==> config.mk <==
export PLATFORM = sky130hd
export DESIGN_NAME = kld_ctrl
export DESIGN_NICKNAME = d
export VERILOG_FILES = /design/src/rtl/core/kld_pkg.sv /design/src/rtl/core/kld_ctrl.sv
export SDC_FILE = /design/constraint.sdc
export NUM_CORES = 1
export LEC_CHECK = 0
export BUFFER_PORTS_ARGS = -buffer_cell sky130_fd_sc_hd__buf_4
export CORE_AREA = 2 2 39 41
export DETAILED_ROUTE_END_ITERATION = 12
export DIE_AREA = 0 0 41 43
export PLACE_DENSITY_LB_ADDON = 0.08
export SYNTH_ARGS = -nofsm -noshare
export SYNTH_HDL_FRONTEND = slang
export SYNTH_SLANG_ARGS = --single-unit
==> constraint.sdc <==
create_clock -name clk -period 1.5 [get_ports clk]
set_input_delay 0.075 -clock clk [delete_from_list [all_inputs] [get_ports clk]]
set_output_delay 0.075 -clock clk [all_outputs]
set_load 0.01 [all_outputs]
==> src/rtl/core/kld_pkg.sv <==
package kld_pkg;

    localparam int MSB_W      = 5;
    localparam int LOG_FRAC   = 30;
    localparam int SUM_W      = 48;
    localparam int MAG_W      = 40;

    localparam logic signed [SUM_W+1:0] SUM_MAX = 50'sh0_7FFF_FFFF_FFFF;
    localparam logic signed [SUM_W+1:0] SUM_MIN = -50'sh0_8000_0000_0000;

    typedef enum logic [3:0] {
        OP_NONE,
        OP_LOAD,
        OP_LZ,
        OP_NORM,
        OP_TAB,
        OP_IMUL,
        OP_NL,
        OP_DIFF,
        OP_PMUL,
        OP_ACC,
        OP_EMIT
    } kld_op_t;

    typedef enum logic [3:0] {
        ST_IDLE,
        ST_LZ,
        ST_NORM,
        ST_TAB,
        ST_IMUL,
        ST_NL,
        ST_DIFF,
        ST_PMUL,
        ST_ACC,
        ST_EMIT
    } kld_state_t;

    typedef struct packed {
        kld_op_t op;
        logic    sel_q;
    } kld_cmd_t;

    typedef struct packed {
        logic has_zero;
        logic last;
    } kld_status_t;

    // log2(1 + i/2^ltb) in unsigned Q.30 by repeated squaring; only used to
    // build the constant table at elaboration.
    function automatic logic [30:0] kld_log_entry(input int unsigned i, input int unsigned ltb);
        longint unsigned y;
        longint unsigned res;
        int k;
        res = 64'd0;
        if (i >= (32'd1 << ltb))
        begin
            return 31'h4000_0000;
        end
        y = (64'd1 << LOG_FRAC) + (longint'(i) << (LOG_FRAC - ltb));
        for (k = 29; k >= 0; k--)
        begin
            y = (y * y) >> LOG_FRAC;
            if (y >= (64'd2 << LOG_FRAC))
            begin
                y = y >> 1;
                res = res | (64'd1 << k);
            end
        end
        return res[30:0];
    endfunction

endpackage

==> src/rtl/core/kld_ctrl.sv <==
module kld_ctrl (
    input  logic                clk,
    input  logic                rst_n,
    input  logic                pair_valid,
    output logic                pair_ready,
    output logic                result_valid,
    input  logic                result_ready,
    input  kld_pkg::kld_status_t status,
    output kld_pkg::kld_cmd_t   cmd
);

    kld_pkg::kld_state_t state_reg;
    kld_pkg::kld_state_t state_next;
    logic                sel_q_reg;
    logic                sel_q_next;
    logic                out_valid_reg;
    logic                out_valid_next;

    always_ff @(posedge clk or negedge rst_n)
    begin
        if (!rst_n)
        begin
            state_reg     <= kld_pkg::ST_IDLE;
            sel_q_reg     <= 1'b0;
            out_valid_reg <= 1'b0;
        end
        else
        begin
            state_reg     <= state_next;
            sel_q_reg     <= sel_q_next;
            out_valid_reg <= out_valid_next;
        end
    end

    always_comb
    begin
        state_next     = state_reg;
        sel_q_next     = sel_q_reg;
        out_valid_next = out_valid_reg && !result_ready;
        pair_ready     = 1'b0;
        cmd.op         = kld_pkg::OP_NONE;
        cmd.sel_q      = sel_q_reg;
        case (state_reg)
            kld_pkg::ST_IDLE:
            begin
                pair_ready = 1'b1;
                if (pair_valid)
                begin
                    cmd.op     = kld_pkg::OP_LOAD;
                    sel_q_next = 1'b0;
                    state_next = kld_pkg::ST_LZ;
                end
            end
            kld_pkg::ST_LZ:
            begin
                // A zero probability skips the whole term.
                if (status.has_zero)
                begin
                    state_next = status.last ? kld_pkg::ST_EMIT : kld_pkg::ST_IDLE;
                end
                else
                begin
                    cmd.op     = kld_pkg::OP_LZ;
                    state_next = kld_pkg::ST_NORM;
                end
            end
            kld_pkg::ST_NORM:
            begin
                cmd.op     = kld_pkg::OP_NORM;
                state_next = kld_pkg::ST_TAB;
            end
            kld_pkg::ST_TAB:
            begin
                cmd.op     = kld_pkg::OP_TAB;
                state_next = kld_pkg::ST_IMUL;
            end
            kld_pkg::ST_IMUL:
            begin
                cmd.op     = kld_pkg::OP_IMUL;
                state_next = kld_pkg::ST_NL;
            end
            kld_pkg::ST_NL:
            begin
                cmd.op = kld_pkg::OP_NL;
                if (sel_q_reg)
                begin
                    state_next = kld_pkg::ST_DIFF;
                end
                else
                begin
                    sel_q_next = 1'b1;
                    state_next = kld_pkg::ST_LZ;
                end
            end
            kld_pkg::ST_DIFF:
            begin
                cmd.op     = kld_pkg::OP_DIFF;
                state_next = kld_pkg::ST_PMUL;
            end
            kld_pkg::ST_PMUL:
            begin
                cmd.op     = kld_pkg::OP_PMUL;
                state_next = kld_pkg::ST_ACC;
            end
            kld_pkg::ST_ACC:
            begin
                cmd.op     = kld_pkg::OP_ACC;
                state_next = status.last ? kld_pkg::ST_EMIT : kld_pkg::ST_IDLE;
            end
            kld_pkg::ST_EMIT:
            begin
                // Wait until the output word is free, then hand the sum over.
                if (!out_valid_reg || result_ready)
                begin
                    cmd.op         = kld_pkg::OP_EMIT;
                    out_valid_next = 1'b1;
                    state_next     = kld_pkg::ST_IDLE;
                end
            end
            default:
            begin
                state_next = kld_pkg::ST_IDLE;
            end
        endcase
    end

    assign result_valid = out_valid_reg;

endmodule

Yosys cells after proc, flatten, opt, wreduce, memory -nomap -nowiden --
Index checks and enable logic that the tools add are counted.
Operators by class: equality and inequality tests 11, multiplexer cells 15, reductions and logical operators 8
Operators by type and width (count):
- $pmux 4 s10 | 2
- $mux 4 | 5
- $eq 4x3->1 const B | 4
- $eq 4x2->1 const B | 2
- $eq 4x4->1 const B | 2
- $mux 1 | 5
- $eq 4x1->1 const B | 1
- $logic_not 4->1 | 1
- $ne 2x2->1 const B | 2
- $reduce_and 2->1 | 2
- $mux 3 | 1
- $logic_not 1->1 | 2
- $mux 2 | 1
- $pmux 1 s2 | 1
- $reduce_bool 2->1 | 1
- $logic_and 1x1->1 | 1
- $logic_or 1x1->1 | 1
Word-level totals: bits in registers 6, input bits 6, output and inout port bits 7, logic and storage cells 37

Logic depth before layout (Yosys ltp) --
word-level depth 4, gate-level depth with buffers 5, gate-level depth less buffers 4

Worst setup path before layout --
OpenSTA, ideal clock, no wires.
path kind flip-flop to output port, from register state_reg[2], to output cmd[1] (netlist name), arrival time 1.152 ns, required time 1.425 ns, slack 0.273 ns, stages on the path, launching flop included 5, path buffers 1, cell sequence dfrtp_1 -> buf_4 -> nor2_2 -> nor2_1 -> a211oi_1
RTL lines:
- from (decl) | line kld_ctrl.sv:12 | kld_pkg::kld_state_t state_reg;
- from (signal assigned) | line kld_ctrl.sv:23 | state_reg <= kld_pkg::ST_IDLE;
- from (signal assigned) | line kld_ctrl.sv:29 | state_reg <= state_next;
- to (decl) | line kld_ctrl.sv:9 | output kld_pkg::kld_cmd_t cmd

==> flow_metrics.tcl <==
set metrics [dict create \
    status "finished clean" \
    gate_power_share_pct 58.5 \
    synth.largest_area_cell "sky130_fd_sc_hd__dfrtp_1" \
    clkSinkCount 6 \
    p_leak_nw 0.271 \
    timing.final.max_slew_violations 0 \
    insertion_delay_ns 0.24 \
    layout.nets 82 \
    yosys.area_share.xor_xnor_pct 1.97 \
    grt_max_degree 18 \
    detail_route.iter0.violations 2 \
    timing.final.crit_share_pct 94.5 \
    netlist.area_leader.share_pct 33.7 \
    area_delta_synth_final_pct 38.5 \
    holdWs_ns 0.0982 \
    netlist_top_cells_area "sky130_fd_sc_hd__dfrtp_1 (34%), sky130_fd_sc_hd__a21oi_1 (6.7%), sky130_fd_sc_hd__o21ai_0 (6.7%)" \
    final_non_filler_cell_total 90 \
    initial_utilization_pct 32.2 \
    tightest_slew_ns 0.329 \
    critical_path_peak_fanout 10 \
    syn-instance-count 57 \
    finalInstanceArea_um2 617 \
    ys_top_cells_by_count "sky130_fd_sc_hd__a21oi_1 (6), sky130_fd_sc_hd__dfrtp_1 (6), sky130_fd_sc_hd__o21ai_0 (6), sky130_fd_sc_hd__nor2_1 (5)" \
    tritoncts.num_buffers 3 \
    synth_area_per_cell_um2 7.81 \
    unique_masters_post_synth 24 \
    timing.slew.headroom_pct 77.8 \
    layout_min_cycle_time_ns 1.42 \
    largest_register_ffs 4 \
    yosys.area_share.adder_pct 0 \
    dieArea_um2 1760 \
    critPathLaunchType "register" \
    fmax_mhz 705 \
    power_switching_share_pct 42.7 \
    synth-edff-count 0 \
    fp.coreArea_um2 1380 \
    combinational_family_with_the_most_area_after_synthesis "simple AND/OR/NAND/NOR gates" \
    synth_nets 63 \
    power.total_w 0.00125 \
    total_negative_slack_ns 0 \
    yosys.area_share.simple_pct 28.7 \
    row_count 14 \
    power_switching_w 0.000532 \
    yosysWarningCount 0 \
    power-per-cell-area_nw_per_um2 2020 \
    synth_async_sr_flop_share_pct 100 \
    grt_pass1_vias 423 \
    pwr-share-seq_pct 30.3 \
    max-clock-path-buffers 2 \
    max_cap_violations 0 \
    max-vdd-ir-drop_uv 1000 \
    mappedNetlistArea_um2 445 \
    initial_antenna_violation_count 0 \
    multiplexer_share_of_the_synthesized_area_pct 0 \
    holdCritPathClass "primary input to register" \
    antenna_cells 0 \
    post_route_cells_drive_above_1_share_pct 39.2 \
    synth_seq_area_share_pct 33.7 \
    dpl_cell_area_um2 551 \
    global_route.overflow_total 0 \
    cell_internal_pwr_w 0.000714 \
    synth-main-ff-cell "sky130_fd_sc_hd__dfrtp_1" \
    vias 470 \
    detailed_place_hpwl_um 822 \
    cts_max_level 1 \
    tritoncts "yes" \
    drt-total-wl_um 1140 \
    design.portCount 13 \
    setup_viol 0 \
    detail_route.first_pass.iterations 2 \
    track_usage_pct 14.8 \
    category_of_the_worst_setup_path_capture_point "output pin" \
    clk_root_buffer_cell "sky130_fd_sc_hd__clkbuf_4" \
    worst-setup-path-type "register to output pin" \
    synth_seq_cells 6 \
    floorplan.die.width_um 41 \
    route.detailed.vias_per_inst 5.22 \
    fill_cells 155 \
    cell_count_post_placement 83 \
    die_height_um 43 \
    worst_clock_skew_ns 0.00433 \
    global_route_wire_length_before_repair_um 1770 \
    remaining_drc_errors 0 \
    crit_required_ns 1.42 \
    synth_compound_area_share_pct 26.1 \
    clock_power_share_pct 11.2 \
    finalHoldViolCount 0 \
    clk_pin_slew_ns 0.04 \
    portBuffers 12 \
    timing.critical_path.arrival_ns 1.34 \
    gp_congestion 0.676 \
    route.detailed.wl_per_inst_um 12.6 \
    antenna_left 0 \
]
-- kinds of logic (layout without fill, tap and decap cells) --
group | count (synthesis) | after routing
buffers and inverters | 8 | 25
AOI/OAI and AO/OA | 19 | 19
DFF | 6 | 6
and+or+nand+nor | 23 | 23
xor gates and xnor gates | 1 | 1
-- final timing paths --
check | to | startpoint | cells after the start | slack [ns]
worst min register to register | state_reg[1] | state_reg[3] | 1 | 0.58
worst max register to register | state_reg[0] | state_reg[2] | 4 | 0.25
worst min-delay path | state_reg[3] | status[0] | 2 | 0.1
min in group asynchronous | state_reg[0] | rst_n | 2 | 0.17
max in group asynchronous | state_reg[1] | rst_n | 2 | 1.20
worst max-delay path | cmd[4] | state_reg[3] | 5 | 0.08
-- power groups by stage --
stage               sequential [W]  combinational (W)  clock (W)
detailed placement        0.000365           0.000664          0
global placement          0.000368           0.000660          0
global route              0.000396           0.000803   0.000157
CTS                       0.000372           0.000674   0.000151
finish                    0.000377           0.000729   0.000140
floorplan                 0.000265           0.000510          0
-- repair_timing --
action                                 4_1_cts  5_1_grt
hold buffers                                 1        0
endpoints found under the hold margin        6        0
setup endpoints to repair                    3        4
pin swaps                                    0        1
gates resized for setup                      2        3
setup buffers                                0        3
-- cell usage in the layout, fill, tap and decap left out --
master / n
sky130_fd_sc_hd__a31oi_1: 1
sky130_fd_sc_hd__nand3b_1: 3
sky130_fd_sc_hd__a32o_1: 2
sky130_fd_sc_hd__a31o_2: 2
sky130_fd_sc_hd__nor2b_1: 1
sky130_fd_sc_hd__xor2_1: 1
sky130_fd_sc_hd__dfrtp_2: 3
sky130_fd_sc_hd__clkbuf_4: 3
sky130_fd_sc_hd__dfrtp_1: 3
sky130_fd_sc_hd__nand3_1: 1
sky130_fd_sc_hd__a21oi_1: 6
sky130_fd_sc_hd__a211oi_1: 1
sky130_fd_sc_hd__nand2_1: 4
sky130_fd_sc_hd__buf_4: 19
sky130_fd_sc_hd__nand4b_1: 1
sky130_fd_sc_hd__nor2b_2: 1
sky130_fd_sc_hd__nor2_1: 5
sky130_fd_sc_hd__or3b_1: 1
sky130_fd_sc_hd__o21ai_1: 1
sky130_fd_sc_hd__nand2b_1: 2
sky130_fd_sc_hd__nand4_1: 1
sky130_fd_sc_hd__o21ai_0: 6
sky130_fd_sc_hd__nor4_1: 1
sky130_fd_sc_hd__dlygate4sd3_1: 1
sky130_fd_sc_hd__nor2_4: 1
sky130_fd_sc_hd__nor3_1: 1
sky130_fd_sc_hd__inv_1: 2
-- layer usage --
metal  GRT usage [%]  routed length [um]  up-vias
met5               0                   0        -
met4            8.00                   5        0
met3            1.57                  45        2
met2            20.6                 541        9
met1            21.5                 544      218
li1                -                   -      241
-- worst max-delay path, cell delays in order, from the launching register on --
cell and delay, ns:
sky130_fd_sc_hd__dfrtp_2 0.46, sky130_fd_sc_hd__buf_4 0.18, sky130_fd_sc_hd__nand2_1 0.06, sky130_fd_sc_hd__a21oi_1 0.04
sky130_fd_sc_hd__a31o_2 0.23, sky130_fd_sc_hd__buf_4 0.14
-- final cells by class --
type / count / area (um2) / share of cell area (%)
clock buffers: 3 / 22.5 / 3.65
flip-flops and latches: 6 / 154 / 24.9
well taps: 16 / 20.0 / 3.25
repair buffers: 20 / 153 / 24.7
multi-input cells: 43 / 260 / 42.2
inverters: 2 / 7.51 / 1.22
-- metrics by stage --
stage               utilization (%)  setup WS (ns)
detailed placement             39.8          0.181
CTS                            42.6         0.0360
global placement               39.8          0.191
global route                   44.6       -0.00720
finish                         44.6         0.0819
floorplan                         -          0.273
Power figures use the tool's default switching activity.
